===== config.mk =====
export PLATFORM = sky130hd
export DESIGN_NAME = qgap_lane
export DESIGN_NICKNAME = d
export VERILOG_FILES = /design/src/design/qgap_pkg.sv /design/src/design/qgap_lane.sv
export SDC_FILE = /design/constraint.sdc
export NUM_CORES = 2
export LEC_CHECK = 0
export BUFFER_PORTS_ARGS = -buffer_cell sky130_fd_sc_hd__buf_2
export CAP_MARGIN = 25
export CORE_MARGIN = 3
export CORE_UTILIZATION = 35
export DETAILED_ROUTE_END_ITERATION = 10
export HOLD_SLACK_MARGIN = 0.05
export RECOVER_POWER = 50
export SYNTH_ARGS = -nofsm -noshare
export SYNTH_HDL_FRONTEND = slang
export SYNTH_SLANG_ARGS = --single-unit

===== constraint.sdc =====
create_clock -name i_clk -period 13.3 [get_ports i_clk]
set_input_delay 3.325 -clock i_clk [delete_from_list [all_inputs] [get_ports i_clk]]
set_output_delay 3.325 -clock i_clk [all_outputs]
set_load 0.01 [all_outputs]

===== src/design/qgap_pkg.sv =====
// ----------------------------------------------------------------------------
// Quantized global average pool package
// Widths, register indexes and shared types of the pooling unit.
// ----------------------------------------------------------------------------
`default_nettype none

package qgap_pkg;

    localparam int LANES    = 8;
    localparam int MAX_ROWS = 7;

    localparam int BYTE_W   = 8;
    localparam int ROW_W    = LANES * BYTE_W;
    localparam int COUNT_W  = $clog2(LANES + 1);

    localparam int ROWS_W   = $clog2(MAX_ROWS + 1);
    localparam int BIAS_W   = 25;
    localparam int SCALE_W  = 32;
    localparam int FRAC_W   = 24;
    localparam int ZP_W     = 8;

    localparam int CFG_IDX_W  = 3;
    localparam int CFG_DATA_W = 32;

    // The row sum of up to seven bytes stays well below the bias range,
    // so one extra bit holds bias plus rows.
    localparam int SUM_W  = BIAS_W + 1;
    localparam int MAG_W  = SUM_W - 1;
    localparam int PROD_W = MAG_W + SCALE_W;
    localparam int Q_W    = PROD_W - FRAC_W;
    localparam int V_W    = 16;

    localparam int LANE_STAGES = 4;

    localparam logic [CFG_IDX_W-1:0] REG_ROWS_USED  = CFG_IDX_W'(0);
    localparam logic [CFG_IDX_W-1:0] REG_BIAS       = CFG_IDX_W'(1);
    localparam logic [CFG_IDX_W-1:0] REG_SCALE      = CFG_IDX_W'(2);
    localparam logic [CFG_IDX_W-1:0] REG_ZERO_POINT = CFG_IDX_W'(3);
    localparam logic [CFG_IDX_W-1:0] REG_CLAMP_LOW  = CFG_IDX_W'(4);
    localparam logic [CFG_IDX_W-1:0] REG_CLAMP_HIGH = CFG_IDX_W'(5);

    typedef struct packed {
        logic [ROWS_W-1:0]  rows_used;
        logic [BIAS_W-1:0]  bias;
        logic [SCALE_W-1:0] scale;
        logic [ZP_W-1:0]    zero_point;
        logic [BYTE_W-1:0]  clamp_low;
        logic [BYTE_W-1:0]  clamp_high;
    } t_cfg;

    typedef struct packed {
        logic [LANE_STAGES-1:0] en;
    } t_pipe_ctrl;

    typedef logic [MAX_ROWS-1:0][BYTE_W-1:0] t_lane_rows;

endpackage

`default_nettype wire


===== src/design/qgap_lane.sv =====
// ----------------------------------------------------------------------------
// Quantized global average pool lane
// Four-stage datapath for one channel: row sum, scale, round, requantize.
// ----------------------------------------------------------------------------
`default_nettype none

module qgap_lane (
    input  wire logic                i_clk,
    input  wire qgap_pkg::t_pipe_ctrl i_ctrl,
    input  wire qgap_pkg::t_cfg      i_cfg,
    input  wire qgap_pkg::t_lane_rows i_rows,
    output logic [qgap_pkg::BYTE_W-1:0] o_byte
);
    import qgap_pkg::*;

    localparam logic [Q_W-1:0]      Q_POS_MAX = Q_W'(32767);
    localparam logic [Q_W-1:0]      Q_NEG_MAX = Q_W'(32768);
    localparam logic [FRAC_W-1:0]   HALF      = {1'b1, {(FRAC_W-1){1'b0}}};
    localparam logic [V_W-1:0]      V_POS_MAX = {1'b0, {(V_W-1){1'b1}}};
    localparam logic [V_W-1:0]      V_NEG_MAX = {1'b1, {(V_W-1){1'b0}}};

    logic [SUM_W-1:0]  n_sum;
    logic [SUM_W-1:0]  n_abs;
    logic              r_neg;
    logic [MAG_W-1:0]  r_mag;
    logic              r_neg1;
    logic [PROD_W-1:0] r_prod;
    logic [Q_W-1:0]    n_q;
    logic [V_W-1:0]    n_v;
    logic [V_W-1:0]    r_v;
    logic [V_W:0]      n_zs;
    logic [BYTE_W-1:0] n_byte;
    logic [BYTE_W-1:0] r_byte;

    always_comb begin
        n_sum = {{(SUM_W-BIAS_W){i_cfg.bias[BIAS_W-1]}}, i_cfg.bias};
        for (int r = 0; r < MAX_ROWS; r++) begin
            if (r == 0 || ROWS_W'(r) < i_cfg.rows_used) begin
                n_sum = n_sum + {{(SUM_W-BYTE_W){1'b0}}, i_rows[r]};
            end
        end
        n_abs = n_sum[SUM_W-1] ? (~n_sum + SUM_W'(1)) : n_sum;
    end

    always_comb begin
        n_q = r_prod[PROD_W-1:FRAC_W];
        if (r_prod[FRAC_W-1:0] > HALF || (r_prod[FRAC_W-1:0] == HALF && n_q[0])) begin
            n_q = n_q + Q_W'(1);
        end
        if (r_neg1) begin
            n_v = (n_q > Q_NEG_MAX) ? V_NEG_MAX : V_W'(~n_q[V_W-1:0] + V_W'(1));
        end else begin
            n_v = (n_q > Q_POS_MAX) ? V_POS_MAX : n_q[V_W-1:0];
        end
    end

    always_comb begin
        n_zs = {r_v[V_W-1], r_v} + {{(V_W+1-ZP_W){1'b0}}, i_cfg.zero_point};
        if (n_zs[V_W]) begin
            n_byte = '0;
        end else if (n_zs[V_W-1:BYTE_W] != '0) begin
            n_byte = '1;
        end else begin
            n_byte = n_zs[BYTE_W-1:0];
        end
        if (n_byte > i_cfg.clamp_high) begin
            n_byte = i_cfg.clamp_high;
        end
        if (n_byte < i_cfg.clamp_low) begin
            n_byte = i_cfg.clamp_low;
        end
    end

    always_ff @(posedge i_clk) begin
        if (i_ctrl.en[0]) begin
            r_neg <= n_sum[SUM_W-1];
            r_mag <= n_abs[MAG_W-1:0];
        end
        if (i_ctrl.en[1]) begin
            r_neg1 <= r_neg;
            r_prod <= PROD_W'(r_mag) * PROD_W'(i_cfg.scale);
        end
        if (i_ctrl.en[2]) begin
            r_v <= n_v;
        end
        if (i_ctrl.en[3]) begin
            r_byte <= n_byte;
        end
    end

    assign o_byte = r_byte;

endmodule

`default_nettype wire


# Word-level counts from Yosys, hierarchy flattened
# Index checks and enable logic that the tools add are counted.
# totals
out_inout_bits,8
wordCells,50
reg_bits,108
inputBits,145
# op_classes
n_mux,15
n_lt_le_gt_ge,11
n_eq_ne,1
mul,1
n_reduce_logical,3
addsub,11
n_bitwise,2
# op_table
operator,n
adder 26 x 8 -> 26 bit,6
two-way mux 26 bit,6
multiplier 25 x 32 -> 57 bit,1
two-way mux 16 bit,3
adder 33 x 1 -> 33 bit (second input constant),1
greater-than comparator 33 x 15 -> 1 bit (second input constant),1
greater-than comparator 33 x 16 -> 1 bit (second input constant),1
two-way mux 33 bit,1
two-way mux 8 bit,4
adder 25 x 9 -> 26 bit,1
adder 25 x 1 -> 25 bit (second input constant),1
two-way mux 25 bit,1
NOT 25 bit,1
equality test 24 bit (second input constant),1
greater-than comparator 24 bit (second input constant),1
adder 16 x 9 -> 17 bit,1
adder 16 x 1 -> 16 bit (second input constant),1
NOT 16 bit,1
< comparator 3 bit (first input constant),3
greater-than comparator 8 bit,1
< comparator 8 bit,1
nonzero test 8 bit,1
< comparator 2 x 3 -> 1 bit (first input constant),2
< comparator 1 x 3 -> 1 bit (first input constant),1
other kinds (2),2

# Logic depth before layout (Yosys ltp)
# logic_depth
word_depth,16
mapped_depth,49
depth_no_buf,49

# Least setup slack after synthesis
# No wires, ideal clock.
# synth_timing
path_kind,in2reg
startpoint,input port i_cfg[56] (netlist bit)
endpoint,"register r_mag[20], data pin"
cell_stages,35
n_path_buf,0
setup_slack_ps,1387
required_ps,13041
arrival_ps,11654
setup_ps,259
path_cell_list,ha_1 > fa_1 > inv_1 > fa_1 > nand2_1 > a21boi_0 > inv_1 > fa_1 > o22ai_1 > inv_1 > fa_1 > a21oi_1 > inv_1 > fa_1 > o21ai_0 > inv_1 > fa_1 > o21ai_0 > ha_1 > a21o_1 > a21oi_1 > nand2b_1 > a21boi_0 > or3_1 > a311o_1 > o21ai_0 > nand2_1 > a2111oi_0 > or3b_2 > inv_1 > nand3_1 > or2_2 > or2_2 > o21ai_1 > xnor2_1
# synth_via
elab_chain_cells,16
# synth_lines
item,line,rtl
start: declaration,qgap_lane.sv:10,"input wire qgap_pkg::t_cfg i_cfg,"
adder 25 x 9 -> 26 bit *,qgap_lane.sv:39,"n_sum = n_sum + {{(SUM_W-BYTE_W){1'b0}}, i_rows[r]};"
adder 26 x 8 -> 26 bit,qgap_lane.sv:39,
two-way mux 26 bit *,qgap_lane.sv:38,if (r == 0 || ROWS_W'(r) < i_cfg.rows_used) begin
adder 26 x 8 -> 26 bit,qgap_lane.sv:39,
two-way mux 26 bit *,qgap_lane.sv:38,
adder 26 x 8 -> 26 bit,qgap_lane.sv:39,
two-way mux 26 bit *,qgap_lane.sv:38,
adder 26 x 8 -> 26 bit,qgap_lane.sv:39,
two-way mux 26 bit *,qgap_lane.sv:38,
adder 26 x 8 -> 26 bit,qgap_lane.sv:39,
two-way mux 26 bit *,qgap_lane.sv:38,
adder 26 x 8 -> 26 bit,qgap_lane.sv:39,
two-way mux 26 bit *,qgap_lane.sv:38,
NOT 25 bit,qgap_lane.sv:42,n_abs = n_sum[SUM_W-1] ? (~n_sum + SUM_W'(1)) : n_sum;
adder 25 x 1 -> 25 bit,qgap_lane.sv:42,
two-way mux 25 bit *,qgap_lane.sv:42,
net n_abs[20],qgap_lane.sv:23,logic [SUM_W-1:0] n_abs;
end signal: assignment,qgap_lane.sv:77,r_mag <= n_abs[MAG_W-1:0];
end: declaration,qgap_lane.sv:25,logic [MAG_W-1:0] r_mag;
# The timed path passes the listed nets; every way through them passes the cells marked *.
# A chain may end at the register's enable or synchronous reset.

# Worst setup path after layout
# Same ends and word-level chain as after synthesis.

==> flow_summary.toml <==
[outcome]
violations = "capacitance limit, slew limit"
status = "finished, violations left"

[cts]
clockBufferDepth = 2
htree_levels = 3
clk_latency_ps = 400
cts-hold-fix-buffers = 0
clk_pin_slew_ps = 80
cts_tree = "yes"
cts.sinks = 108
root_buffer = "clkbuf_16"
numCtsBuffers = 9

[cells_and_area]
fin_nets = 5497
fill_cells = 10836
area_growth_pct = 6.70
multiInputGateArea_um2 = 31100
seq_area_um2 = 3240
drive_above_1_share = 0.0727

[yosys]
yosysSeqAreaShare = 0.0854
syn_nets = 5457
synth_cell_type_count = 110
synth_edf_count = 108
yosysTopAreaCell = "fa_1"
netlist.area_leader.share = 0.366
post-synth-top-count-cell = "inv_1"
synthTopCellsByCount = "inv_1, fa_1, nand2_1, and2_1, ha_1"
synth_area_leaders = "fa_1, ha_1, edfxtp_1, inv_1, nand2_1"
syn-cell-area_um2 = 38000
synthArstFlopShare = 0
synth_seq_cells = 108
syn_avg_cell_area_um2 = 8.75
ys.flop_type = "edfxtp_1"
yosysWarnings = 0
synthCells = 4342

[critical_path]
critPathLaunch = "i_cfg[56]"
cp.depth = 38
cp_max_fo = 17
crit_top_cell = "fa_1"
r2r_slack_ps = 4050
cp.required_ps = 13440
cp.arrival_ps = 12450
reg2reg_depth = 27
crit_family = "compound AO/OA/AOI/OAI gates"
critPathCaptureType = "flop"
cp_slowest_stage_delay_ps = 530
cp-start-kind = "input pin"
endpoint = "r_mag[20]$_DFFE_PP_"
critPathBufInv = 6
reg2reg_from = "r_mag[15]$_DFFE_PP_"
crit_type = "in2reg"
reg2reg_to = "r_prod[56]$_DFFE_PP_"
critPathSlowestCell = "o31ai_4"

[timing]
min_period_ps = 12300
fin_tns_setup_ps = 0
finalClockSkew_ps = 16.2
hold_viol = 0
maxSlewHeadroom = -1.27
slew_violations = 59
worstMarginPinSlew_ps = 3410
max_freq_mhz = 81.3
timing.final.crit_share = 0.925
rsz0062_at_grt = "no"
setup_viol = 0

[drt]
drcViolationCount = 0
antenna_left = 0
first_iter_violations = 1571
wl_per_cell_um = 17.7
firstDrtPassIters = 4
wl_mm = 103
via_count = 29591
vias_per_cell = 5.10

[placed_design]
io_buffers = 152
gp_congestion = 0.853
dp_hpwl_mm = 81.1

[floorplan]
core_area_um2 = 107000
rows = 120
initial_core_util = 0.354
ios = 153
die_h_um = 335
die_w_um = 335
dieArea_um2 = 113000

[grt]
track_usage = 0.186
grt_pass1_vias = 30883
grt_max_degree = 59
grt_first_pass_wirelength_mm = 167
grt_antenna_before_repair = 27
grt-ovfl-total = 0

[min_path]
hp-class = "reg2reg"

[job]
max_cap_violations = 1
timing repair:
action,CTS,global route
resized for setup,0,1
setup buffers,0,0
hold endpoints to repair,0,0
endpoints found under the setup margin,0,1
cells by family after synthesis:
logic type / share of synthesized area
simple gates: 0.188
flops: 0.0854
buf+inv: 0.0960
fa+ha+maj: 0.457
compound gates: 0.107
xor+xnor: 0.0507
mux: 0.0162
layer usage:
| layer | global-route usage | vias up | part of all wire | wire length [µm] |
|---|---|---|---|---|
| met5 | 0 | - | 0.0013 | 137 |
| met4 | 0.0518 | 20 | 0.028 | 2870 |
| met3 | 0.0304 | 176 | 0.058 | 6010 |
| met2 | 0.328 | 750 | 0.49 | 50900 |
| met1 | 0.234 | 14748 | 0.42 | 43000 |
| li1 | - | 13897 | - | - |
stage by stage:
step	std cells	hold slack [ps]	util	setup slack [ps]	area, µm²
after floorplan	4342	400	-	1390	38000
after global placement	5773	648	0.374	739	40200
after detailed placement	5773	639	0.374	523	40200
after CTS	5789	651	0.377	948	40500
after global routing	5792	639	0.377	48.9	40500
final	5797	646	0.378	996	40500
flip-flops by register name (all words and copies together) (netlist names):
| name | flops |
|---|---|
| r_neg | 1 |
| r_neg1 | 1 |
| o_byte | 8 |
| r_mag | 25 |
| r_v | 16 |
| r_prod | 57 |
cell type report:
cell class	instances	area share
Timing Repair Buffer	206	0.0285
Inverter	784	0.0727
Clock buffer	9	0.00556
Sequential cell	108	0.0800
Clock inverter	7	0.00213
Tap cell	1403	0.0433
Antenna cell	7	0.000432
Multi-Input combinational cell	3273	0.767
placed cells by master, fill, tap and decap left out, types with 23 or more instances in the layout:
| cell type | synthesis | final |
|---|---|---|
| o21a_1 | 33 | 33 |
| and2_1 | 330 | 329 |
| a21oi_1 | 120 | 120 |
| nand2b_1 | 29 | 29 |
| buf_4 | 1 | 53 |
| ha_1 | 275 | 275 |
| and3_1 | 25 | 25 |
| nand2_1 | 622 | 622 |
| nand4_1 | 23 | 23 |
| nand3_1 | 71 | 71 |
| nor2_1 | 150 | 150 |
| nor2b_1 | 28 | 28 |
| nor4_1 | 25 | 24 |
| fa_1 | 695 | 695 |
| xor2_1 | 57 | 57 |
| a211oi_1 | 31 | 31 |
| nor3_1 | 56 | 56 |
| mux2_2 | 35 | 35 |
| a21o_1 | 43 | 43 |
| edfxtp_1 | 108 | 108 |
| xnor2_1 | 148 | 148 |
| inv_1 | 783 | 783 |
| buf_2 | 7 | 147 |
| o21ai_0 | 121 | 121 |
worst min path at each step:
stage,slack [ps],depth (start not counted),to,start
floorplan,400,0,r_neg1$_DFFE_PP_,r_neg$_DFFE_PP_
global placement,650,0,r_neg1$_DFFE_PP_,r_neg$_DFFE_PP_
detailed placement,640,0,r_neg1$_DFFE_PP_,r_neg$_DFFE_PP_
CTS,650,0,r_neg1$_DFFE_PP_,r_neg$_DFFE_PP_
global route,640,0,r_neg1$_DFFE_PP_,r_neg$_DFFE_PP_
finish,650,0,r_neg1$_DFFE_PP_,r_neg$_DFFE_PP_
Power is not shown: default switching activity piles up to over one toggle a cycle in this logic, so the estimate is an artifact.
