<file path="src/design/qgap_pkg.sv">
// ----------------------------------------------------------------------------
// Quantized global average pool package
// Widths, register indexes and shared types of the pooling unit.
// ----------------------------------------------------------------------------
`default_nettype none

package qgap_pkg;

    localparam int LANES    = 8;
    localparam int MAX_ROWS = 7;

    localparam int BYTE_W   = 8;
    localparam int ROW_W    = LANES * BYTE_W;
    localparam int COUNT_W  = $clog2(LANES + 1);

    localparam int ROWS_W   = $clog2(MAX_ROWS + 1);
    localparam int BIAS_W   = 25;
    localparam int SCALE_W  = 32;
    localparam int FRAC_W   = 24;
    localparam int ZP_W     = 8;

    localparam int CFG_IDX_W  = 3;
    localparam int CFG_DATA_W = 32;

    // The row sum of up to seven bytes stays well below the bias range,
    // so one extra bit holds bias plus rows.
    localparam int SUM_W  = BIAS_W + 1;
    localparam int MAG_W  = SUM_W - 1;
    localparam int PROD_W = MAG_W + SCALE_W;
    localparam int Q_W    = PROD_W - FRAC_W;
    localparam int V_W    = 16;

    localparam int LANE_STAGES = 4;

    localparam logic [CFG_IDX_W-1:0] REG_ROWS_USED  = CFG_IDX_W'(0);
    localparam logic [CFG_IDX_W-1:0] REG_BIAS       = CFG_IDX_W'(1);
    localparam logic [CFG_IDX_W-1:0] REG_SCALE      = CFG_IDX_W'(2);
    localparam logic [CFG_IDX_W-1:0] REG_ZERO_POINT = CFG_IDX_W'(3);
    localparam logic [CFG_IDX_W-1:0] REG_CLAMP_LOW  = CFG_IDX_W'(4);
    localparam logic [CFG_IDX_W-1:0] REG_CLAMP_HIGH = CFG_IDX_W'(5);

    typedef struct packed {
        logic [ROWS_W-1:0]  rows_used;
        logic [BIAS_W-1:0]  bias;
        logic [SCALE_W-1:0] scale;
        logic [ZP_W-1:0]    zero_point;
        logic [BYTE_W-1:0]  clamp_low;
        logic [BYTE_W-1:0]  clamp_high;
    } t_cfg;

    typedef struct packed {
        logic [LANE_STAGES-1:0] en;
    } t_pipe_ctrl;

    typedef logic [MAX_ROWS-1:0][BYTE_W-1:0] t_lane_rows;

endpackage

`default_nettype wire

</file>
<file path="src/design/qgap_if.sv">
// ----------------------------------------------------------------------------
// Quantized global average pool channel interfaces
// Valid/ready channels for input beats, result beats and register writes.
// ----------------------------------------------------------------------------
`default_nettype none


interface qgap_out_if;
    import qgap_pkg::*;

    logic               valid;
    logic               ready;
    logic [ROW_W-1:0]   pooled_bytes;
    logic [COUNT_W-1:0] pooled_count;

    modport source (output valid, pooled_bytes, pooled_count, input ready);
    modport sink (input valid, pooled_bytes, pooled_count, output ready);
endinterface


`default_nettype wire

</file>
<file path="src/design/qgap_merge.sv">
// ----------------------------------------------------------------------------
// Quantized global average pool merge stage
// Pipeline flow control, lane count tracking and the packed output register.
// ----------------------------------------------------------------------------
`default_nettype none

module qgap_merge (
    input  wire logic                              i_clk,
    input  wire logic                              i_rst_n,
    input  wire logic                              i_in_valid,
    output logic                                   o_in_ready,
    input  wire logic [qgap_pkg::COUNT_W-1:0]      i_lane_count,
    input  wire logic [qgap_pkg::LANES-1:0][qgap_pkg::BYTE_W-1:0] i_lane_bytes,
    output qgap_pkg::t_pipe_ctrl                   o_ctrl,
    qgap_out_if.source                             o_out
);
    import qgap_pkg::*;

    logic [LANE_STAGES:0]                n_en;
    logic [LANE_STAGES-1:0]              r_vld;
    logic [LANE_STAGES-1:0][COUNT_W-1:0] r_cnt;
    logic [COUNT_W-1:0]                  n_cnt_in;
    logic                                r_out_vld;
    logic [ROW_W-1:0]                    r_out_bytes;
    logic [COUNT_W-1:0]                  r_out_cnt;
    logic [ROW_W-1:0]                    n_packed;

    always_comb begin
        n_en[LANE_STAGES] = !r_out_vld || o_out.ready;
        for (int k = LANE_STAGES - 1; k >= 0; k--) begin
            n_en[k] = !r_vld[k] || n_en[k+1];
        end
    end

    assign n_cnt_in = (i_lane_count > COUNT_W'(LANES)) ? COUNT_W'(LANES) : i_lane_count;

    always_comb begin
        for (int l = 0; l < LANES; l++) begin
            n_packed[l*BYTE_W +: BYTE_W] = (COUNT_W'(l) < r_cnt[LANE_STAGES-1])
                                         ? i_lane_bytes[l] : '0;
        end
    end

    always_ff @(posedge i_clk) begin
        if (!i_rst_n) begin
            r_vld     <= '0;
            r_out_vld <= 1'b0;
        end else begin
            if (n_en[0]) begin
                r_vld[0] <= i_in_valid;
            end
            for (int k = 1; k < LANE_STAGES; k++) begin
                if (n_en[k]) begin
                    r_vld[k] <= r_vld[k-1];
                end
            end
            if (n_en[LANE_STAGES]) begin
                r_out_vld <= r_vld[LANE_STAGES-1];
            end
        end
    end

    always_ff @(posedge i_clk) begin
        if (n_en[0]) begin
            r_cnt[0] <= n_cnt_in;
        end
        for (int k = 1; k < LANE_STAGES; k++) begin
            if (n_en[k]) begin
                r_cnt[k] <= r_cnt[k-1];
            end
        end
        if (n_en[LANE_STAGES]) begin
            r_out_bytes <= n_packed;
            r_out_cnt   <= r_cnt[LANE_STAGES-1];
        end
    end

    assign o_in_ready         = n_en[0];
    assign o_ctrl.en          = n_en[LANE_STAGES-1:0];
    assign o_out.valid        = r_out_vld;
    assign o_out.pooled_bytes = r_out_bytes;
    assign o_out.pooled_count = r_out_cnt;

endmodule

`default_nettype wire

</file>
<file path="src/flat_wrapper.sv">
// flat-port wrapper written by rule: the top's interface ports become plain ports
module qgap_merge_flat import qgap_pkg::*;
  (i_clk, i_rst_n, i_in_valid, o_in_ready, i_lane_count, i_lane_bytes, o_ctrl, o_out_valid, o_out_pooled_bytes, o_out_pooled_count, o_out_ready);
  qgap_out_if o_out_i ();
  input  wire logic i_clk;
  input  wire logic i_rst_n;
  input  wire logic i_in_valid;
  output logic o_in_ready;
  input  wire logic [qgap_pkg::COUNT_W-1:0] i_lane_count;
  input  wire logic [qgap_pkg::LANES-1:0][qgap_pkg::BYTE_W-1:0] i_lane_bytes;
  output qgap_pkg::t_pipe_ctrl o_ctrl;
  output wire logic [$bits(o_out_i.valid)-1:0] o_out_valid;
  output wire logic [$bits(o_out_i.pooled_bytes)-1:0] o_out_pooled_bytes;
  output wire logic [$bits(o_out_i.pooled_count)-1:0] o_out_pooled_count;
  input wire logic [$bits(o_out_i.ready)-1:0] o_out_ready;
  assign o_out_valid = o_out_i.valid;
  assign o_out_pooled_bytes = o_out_i.pooled_bytes;
  assign o_out_pooled_count = o_out_i.pooled_count;
  assign o_out_i.ready = o_out_ready;
  qgap_merge u_core (.i_clk(i_clk), .i_rst_n(i_rst_n), .i_in_valid(i_in_valid), .o_in_ready(o_in_ready), .i_lane_count(i_lane_count), .i_lane_bytes(i_lane_bytes), .o_ctrl(o_ctrl), .o_out(o_out_i));
endmodule
</file>
<file path="config.mk">
export PLATFORM = sky130hd
export DESIGN_NAME = qgap_merge_flat
export DESIGN_NICKNAME = d
export VERILOG_FILES = /design/src/design/qgap_pkg.sv /design/src/design/qgap_if.sv /design/src/design/qgap_merge.sv /design/src/flat_wrapper.sv
export SDC_FILE = /design/constraint.sdc
export NUM_CORES = 1
export LEC_CHECK = 0
export ABC_AREA = 1
export BUFFER_PORTS_ARGS = -buffer_cell sky130_fd_sc_hd__buf_2
export CORE_AREA = 2 2 101 103
export CTS_BUF_LIST = sky130_fd_sc_hd__clkbuf_16
export DETAILED_ROUTE_END_ITERATION = 8
export DIE_AREA = 0 0 103 105
export PLACE_DENSITY_LB_ADDON = 0.3
export SLEW_MARGIN = 30
export SYNTH_ARGS = -nofsm -noshare
export SYNTH_HDL_FRONTEND = slang
export SYNTH_SLANG_ARGS = --single-unit
export TNS_END_PERCENT = 10
</file>
<file path="constraint.sdc">
create_clock -name i_clk -period 2.9 [get_ports i_clk]
set_input_delay 0.435 -clock i_clk [delete_from_list [all_inputs] [get_ports i_clk]]
set_output_delay 0.435 -clock i_clk [all_outputs]
set_load 0.05 [all_outputs]
</file>
== Word level (Yosys, flattened, before mapping) ==
Cells that the tools add are included.

* Output and inout port bits: 74
* Word-level logic and storage cells: 37
* Register bits: 89
* Bits of input ports: 72

* Reduce and logical (&&, ||, !) cells: 10
* $lt $le $gt $ge: 9

{| class="wikitable"
|+ Operators with widths
! operator !! number
|-
| 3-bit by 4-bit less-than comparator with 1-bit output (first input constant) || 4
|-
| 1-bit by 4-bit less-than comparator with 1-bit output (first input constant) || 2
|-
| 2-bit by 4-bit less-than comparator with 1-bit output (first input constant) || 2
|-
| 1-bit logical NOT || 5
|-
| 1-bit logical OR || 5
|-
| 4-bit > comparator (second input constant) || 1
|}

== Depth between registers and ports, before layout ==
Gate-level depths: netlist of run 1.

* Depth after elaboration: 6
* Mapped depth: 6

== Worst setup path before layout of run 1 ==
Ideal clock, no wire load.

* Path kind: register to register
* Start: register u_core.r_out_vld (netlist: u_core.o_out.valid)
* End: register u_core.r_out_bytes[0] (netlist: u_core.o_out.pooled_bytes[0]) (enable)
* Slack: 0.273 ns
* Clock period less this slack: 2.627 ns
* Required time: 2.181 ns
* Cell stages (with the launch flop): 2
* Buffers on the path: 0
* Arrival time: 1.907 ns
* Cell sequence: dfxtp_1 -> nand2_1

* Cells in the longest elaborated chain, start to end: 2

{| class="wikitable"
|+ Ends and longest elaborated chain
! item !! RTL line !! source
|-
| start: declaration || qgap_merge.sv:23 || <nowiki>logic r_out_vld;</nowiki>
|-
| start signal: assignment || qgap_merge.sv:58 || <nowiki>r_out_vld <= r_vld[LANE_STAGES-1];</nowiki>
|-
| 1-bit logical NOT || qgap_merge.sv:29 || <nowiki>n_en[LANE_STAGES] = !r_out_vld || o_out.ready;</nowiki>
|-
| 1-bit logical OR || qgap_merge.sv:29 ||
|-
| via u_core.n_en[4] || qgap_merge.sv:19 || <nowiki>logic [LANE_STAGES:0] n_en;</nowiki>
|-
| end signal: assignment || qgap_merge.sv:73 || <nowiki>r_out_bytes <= n_packed;</nowiki>
|-
| end: declaration || qgap_merge.sv:24 || <nowiki>logic [ROW_W-1:0] r_out_bytes;</nowiki>
|}

The timed path passes the listed nets, and every way through them passes these cells.
A chain may end at the register's enable or synchronous reset.

== Worst setup path after layout of run 1 ==
* Start: register u_core.r_out_vld (netlist: u_core.o_out.valid)
* End: output port o_in_ready

* Cells in the longest elaborated chain, start to end: 6

{| class="wikitable"
|+ Ends and longest elaborated chain
! item !! RTL line !! source
|-
| 1-bit logical NOT || qgap_merge.sv:29 ||
|-
| 1-bit logical OR || qgap_merge.sv:29 ||
|-
| 1-bit logical OR (4 in series) || qgap_merge.sv:31 || <nowiki>n_en[k] = !r_vld[k] || n_en[k+1];</nowiki>
|-
| end: declaration || flat_wrapper.sv:8 || <nowiki>output logic o_in_ready;</nowiki>
|}

Every way passes these cells.

==> results of run 1 <==
-- worst max path at each step --
stage                                                 endpoint  cells after the start  slack (ns)                            start
finish                                              o_in_ready                      4        0.60  u_core.o_out.valid$_SDFFE_PN0P_
global route                                        o_in_ready                      4        0.41  u_core.o_out.valid$_SDFFE_PN0P_
CTS                                                 o_in_ready                      4        0.55  u_core.o_out.valid$_SDFFE_PN0P_
detailed placement                                  o_in_ready                      6        0.67                      o_out_ready
global placement                                    o_in_ready                      6        0.74                      o_out_ready
floorplan           u_core.o_out.pooled_bytes[0]$_SDFFCE_PP0P_                      1        0.27  u_core.o_out.valid$_SDFFE_PN0P_
-- cell usage in the layout, fill, tap and decap left out, drive strengths merged --
cell / n
a21boi: 1
a21oi: 6
a31o: 1
buf: 145
bufinv: 3
clkbuf: 9
clkinv: 2
clkinvlp: 1
dfxtp: 5
edfxtp: 84
inv: 78
nand2: 20
nand3: 2
nor2: 55
nor3: 1
o21a: 1
-- cell type report --
class                      count  area (um2)
timing repair buffer         145       725.7
fill                         904        5104
inverter                      78       292.8
multi-input combinational     87       395.4
clock inverter                 6       107.6
clock buffer                   9       225.2
sequential                    89        2623
tap                          133       166.4
-- worst max-delay path: cells and delay by family (launching register included) --
kind	cells	cell delay, ns
AND/OR/NAND/NOR	3	0.84
flip-flops	1	0.38
buffers and inverters	1	0.31
-- state kept, by name, summed over array words and instances, names as in the netlist --
signal,flops
u_core.o_out.pooled_bytes,64
u_core.r_cnt,16
u_core.o_out.pooled_count,4
u_core.r_vld,4
u_core.o_out.valid,1
-- layer usage --
metal	GRT usage	wire length (um)
met1	0.1399	2586
met2	0.2022	3193
met5	0	0
met3	0.03344	449
met4	0.07895	170
-- report_power, final --
part	total, mW	internal [mW]	switching [mW]
Combinational	0.443	0.105	0.337
Sequential	1.52	1.49	0.0281
Clock	1.29	0.833	0.452
Total	3.25	2.43	0.818
-- kinds of logic after synthesis --
logic type,Yosys count
buf+inv,84
flops,89
simple gates,78
compound gates,9
-- metrics by stage --
stage               power [mW]  hold WS (ns)  setup WS, ns
global placement         1.990        0.4011        0.7393
CTS                      3.297        0.2909        0.5516
global route             3.387        0.3010        0.4059
detailed placement       1.998        0.4045        0.6673
finish                   3.250        0.3073        0.6017
floorplan                1.864        0.4003        0.2732
==> impl_results.md, run 1 <==
- I/O pin count: 146
- Worst path arrival time: about 1.9 ns
- Worst hold start: i_lane_count[3]
- Most frequent CP cell: nand3_1
- Share of cells above drive strength 1: 0.4082
- DRT antenna net count: 0
- Core Rows: 36
- Avg Cell Area, Syn: 12.86 um2
- Crit share post-route: 0.7925
- Largest family of logic cells by synthesized area: buffers and inverters
- Total CTS buffers: 9
- Final core utilization: 0.4705
- Slowest stage cell, crit path: dfxtp_1
- Ys flop type: edfxtp_1
- Antenna cells: 0
- DRT Wirelength: around 6400 um
- Cell chain of the critical path: nand3_1, nor2_1, nand3_1, buf_2
- CTS tree: yes
- XOR/XNOR Fraction of Synth Area: 0
- Starting DRT DRC Count: 113
- Die Height: 105 um
- Buffers on Ports: approximately 150
- Register-to-register setup slack: 1.15 ns
- Cts hold-fix bufs: 0
- Hold depth: 1
- Setup_tns: 0 ns
- Max-slew violation count: 0
- Yosys cell types: 17
- Hold Path End: u_core.r_cnt[3]$_SDFFCE_PN1P_
- Clk_lat worst skew: 0.33 ns
- Ys async rst share: 0
- Data required time of the worst path: 2.47 ns
- Postcts setup bufs: 0
- Startpoint types: register
- PD cells: 716.5 mW/mm2
- Crit path kind: register to output port
- Vias: about 2200
- Root Driver: clkbuf_16
- Max-cap violations: 0
- Die W: 103 um
- Worst Path Max Fanout: 7
- Initial Util: 0.3470
- R2r startpoint: u_core.r_cnt[15]$_DFFE_PP_
- Total gr overflow: 0
- Area of the die: 0.01082 mm2
- Nets: 482
- # DRC: 0
- Leakage: 2.371 nW
- Mapped Area: between 0.003 and 0.004 mm2
- Vias in the first global route: 2169
- Pre-antenna DRT Iters: 4
- Adder-cell area share of the yosys netlist: 0
- Avg WL per Cell: about 12 um
- Synth top area cells: edfxtp_1 (75%), inv_1 (8.5%), nor2_1 (5.9%), dfxtp_1 (3.0%), nand2_1 (2.1%)
- Inst Count DP: 532
- Core ar.: 0.009639 mm2
- Post-Synth Simple-Gate Area: 0.09877
- Cell taking the most area after synthesis: edfxtp_1
- Synth Net Count: 332
- Critical path capture point type: output port
- Worst-path clk slew: 0.06 ns
- Crit path largest cell delay: between 0.3 and 0.4 ns
- Final setup viols: 0
- Status: finished, final reports clean
- Most common cell in the netlist: edfxtp_1
- Drt via density: 3.940
- Post_cts resized: 0
- Slew HR: 0.3917
- Reg2reg end: u_core.o_out.pooled_bytes[17]$_SDFFCE_PP0P_
- RePlAce Congestion: 0.7137
- First-pass GRT wire length: 10010 um
- DP HPWL: 4598 um
- Post-DP Area: 0.004203 mm2
- YS warnings: 0
- Synth top area share: 0.7542
- Post-synth EDFFs: 84
- Register bit total from synthesis: 89
- H-tree levels: 3
- Fin area: approximately 0.0045 mm2
- Finished Layout Cells: 547
- Synth Area in Compound Gates: 0.01721
- Min Tclk post-route: 2.298 ns
- Most instantiated cells after synthesis: edfxtp_1 (84), inv_1 (76), nor2_1 (53), nand2_1 (19)
- Initial antenna violation count: 0
- Seq/Total Area, Yosys: 0.7841
- VDD IR max: ~340 uV
- Synth Instances: 260
- Deepest clock path buffer count: 2
- Clock sink count: between 80 and 90
- Worst min path class: primary input to register
- Final number of hold-violating endpoints: 0
- Overall routing resource usage: 0.1236
- Largest net degree at the start of global routing: 70
- Highest clock rate: 435.1 MHz
- Clk_skew: 0.006512 ns
- Slew @ Worst Pin: 0.9125 ns
- Cells on worst reg2reg path: 6
- RSZ-0062 raised after global routing: no
- Mux contribution to synthesized area: 0
- Layout area overhead: 35.62%
(Power assumes the default switching activity.)
==> inputs of run 2 (changes only) <==
==> constraint.sdc (replaced) <==
create_clock -name i_clk -period 1.85 [get_ports i_clk]
set_input_delay 0.2775 -clock i_clk [delete_from_list [all_inputs] [get_ports i_clk]]
set_output_delay 0.2775 -clock i_clk [all_outputs]
set_load 0.05 [all_outputs]
==> run 2 against run 1 <==
Compared with the run above:
- via count increased by 3.1%
- count of clock-buffer cells in the layout unchanged
- die area unchanged
- first-iteration DRC count decreased by 46%
==> impl_results.md, run 2 (synthesis gave the netlist of run 1 again) <==
- Total gr overflow: 0 (unchanged)
- Final setup viols: 0 (unchanged)
- Leakage: 2.388 nW (+0.73%)
- # DRC: 0 (unchanged)
- Clock sink count: 89 (unchanged)
- CTS tree: yes
- Initial Util: 0.3470 (unchanged)
- Share of cells above drive strength 1: 0.4265 (+0.01833)
- Slew @ Worst Pin: 0.3458 ns (-0.5666 ns)
- Die W: 103 um (unchanged)
- Worst path arrival time: 1.45 ns (-0.41 ns)
- Most common cell after layout, fill and taps aside: buf_2
- Inst Count DP: 539 (+1.3%)
- Max-slew violation count: 0 (unchanged)
- Critical path capture point type: output port
- Starting DRT DRC Count: 61 (-46%)
- Net Switching: 1.310 mW (+60%)
- Reg2reg end: u_core.o_out.pooled_bytes[22]$_SDFFCE_PP0P_
- Vias in the first global route: 2110 (-2.7%)
- Nets: 489 (+1.5%)
- Switch share: 0.2771 (+0.02549)
- Overall routing resource usage: 0.1173 (-0.006325)
- Root Driver: clkbuf_16
- Antenna cells: 0 (unchanged)
- Crit path kind: register to output port
- Worst Path Max Fanout: 5 (-2)
- Internal: 3.419 mW (+41%)
- Worst Slack Setup Final: 0.1203 ns (-0.4814 ns)
- Clock share of power: 0.347 (-0.049)
- Slew HR: 0.7687 (+0.3770)
- Area of the die: 0.01082 mm2 (unchanged)
- Crit share post-route: 0.9350
- DRT antenna net count: 0 (unchanged)
- Cts hold-fix bufs: 0 (unchanged)
- Data required time of the worst path: 1.57 ns (-0.90 ns)
- Largest net degree at the start of global routing: 27 (-61%)
- Layout area overhead: 36.70%
- Setup crit end: o_ctrl[2]
- Register-to-register setup slack: 0.43 ns (-0.72 ns)
- Finished Layout Cells: 555 (+1.5%)
- Vias: 2221 (+3.1%)
- Avg WL per Cell: 11.53 um (-1.4%)
- Number of flip-flops in the largest register: 64 (unchanged)
- Setup crit start: u_core.o_out.valid$_SDFFE_PN0P_
- Status: finished, final reports clean
- Final number of hold-violating endpoints: 0 (unchanged)
- Startpoint types: register
- Total CTS buffers: 9 (unchanged)
- Clk_lat worst skew: 0.33 ns (about the same)
- Core ar.: 0.009639 mm2 (unchanged)
- Cells on worst reg2reg path: 6 (unchanged)
- Setup_tns: 0 ns (unchanged)
- PD cells: 1034 mW/mm2 (+44%)
- I/O pin count: 146 (unchanged)
- Drt via density: 4.002 (+1.6%)
- Sequential share of power: 0.504 (+0.036)
- Most frequent cells in the layout: buf_2 (145), edfxtp_1 (84), inv_1 (76)
- DP Worst Slack: 0.2894 ns (-0.3780 ns)
- Highest clock rate: 578.1 MHz
- Combinational power share: 0.149 (+0.013)
- Max-cap violations: 0 (unchanged)
- Pre-antenna DRT Iters: 4 (unchanged)
- DP HPWL: 4820 um (+4.8%)
- Worst min path class: primary input to register
- First-pass GRT wire length: 9639 um (-3.7%)
- RSZ-0062 raised after global routing: no
- Min Tclk post-route: 1.730 ns
- Clk_skew: 0.006734 ns (+0.0002222 ns)
- R2r startpoint: u_core.r_cnt[14]$_DFFE_PP_
- DRT Wirelength: 6401 um (about the same)
- Core Rows: 36 (unchanged)
- RePlAce Congestion: 0.7225 (+1.2%)
- Deepest clock path buffer count: 2 (unchanged)
- Initial antenna violation count: 0 (unchanged)
- VDD IR max: 449.0 uV (+31%)
- Power, Total: 4.730 mW (+46%)
- H-tree levels: 3 (unchanged)
- Die Height: 105 um (unchanged)
- Buffers on Ports: 145 (unchanged)
- Worst-path clk slew: 0.06 ns (about the same)
[run 2: changes by cell type in the layout (fill, tap and decap cells not counted), moves of 2 or more]
cell	previous run	this run
buf_12	0	2
buf_4	0	5
bufinv_16	3	0
clkinv_4	0	3
[run 2: area by class of cell]
cell class	instances	area (um2)
Clock buffer	9	225.2
Clock inverter	7	47.55
Fill cell	945	5067
Inverter	78	292.8
Multi-Input combinational cell	87	412.9
Sequential cell	89	2624
Tap cell	133	166.4
Timing Repair Buffer	152	803.3
[run 2: per-layer routing]
metal,GRT usage,vias to the layer above,wire length [um]
met5,0,-,0
met4,0.04605,0,85
met3,0.03746,8,476
met2,0.1999,90,3199
met1,0.1349,1002,2640
li1,-,1121,-
[run 2: power by group through the flow]
stage,Sequential (mW),Clock [mW],Combinational (mW)
after floorplan,2.82,0,0.107
after global placement,2.42,0,0.706
after detailed placement,2.43,0,0.714
after CTS,2.38,1.70,0.715
after global routing,2.39,1.79,0.753
final,2.38,1.64,0.706
[run 2: critical path, cell delays in order (launching register included)]
cell,delay [ns]
dfxtp_2,0.36
nand3_1,0.12
nor2_2,0.23
inv_1,0.18
buf_2,0.25
[run 2: through the flow]
stage	util	area [um2]	hold WS [ns]
2_1_floorplan	-	3363	0.3953
3_3_place_gp	0.4457	4297	0.4006
3_5_place_dp	0.4457	4297	0.4045
4_1_cts	0.4740	4569	0.1481
5_1_grt	0.4743	4572	0.1430
6_report	0.4743	4572	0.1575
[run 2: worst min-delay path by stage]
stage | startpoint | to | slack (ns) | cells after the start
finish | i_lane_count[3] | u_core.r_cnt[3]$_SDFFCE_PN1P_ | 0.16 | 1
global route | i_lane_count[3] | u_core.r_cnt[3]$_SDFFCE_PN1P_ | 0.14 | 1
CTS | i_lane_count[3] | u_core.r_cnt[3]$_SDFFCE_PN1P_ | 0.15 | 1
detailed placement | u_core.r_cnt[7]$_DFFE_PP_ | u_core.r_cnt[11]$_DFFE_PP_ | 0.40 | 0
global placement | u_core.r_cnt[4]$_DFFE_PP_ | u_core.r_cnt[8]$_DFFE_PP_ | 0.40 | 0
floorplan | i_rst_n | u_core.r_vld[2]$_SDFFE_PN0P_ | 0.40 | 1
[run 2: repair_timing]
action | 4_1_cts | 5_1_grt
buffers inserted | 0 | 0
gates resized for setup | 0 | 1
endpoints found under the setup margin | 0 | 1
hold endpoints to repair | 0 | 0
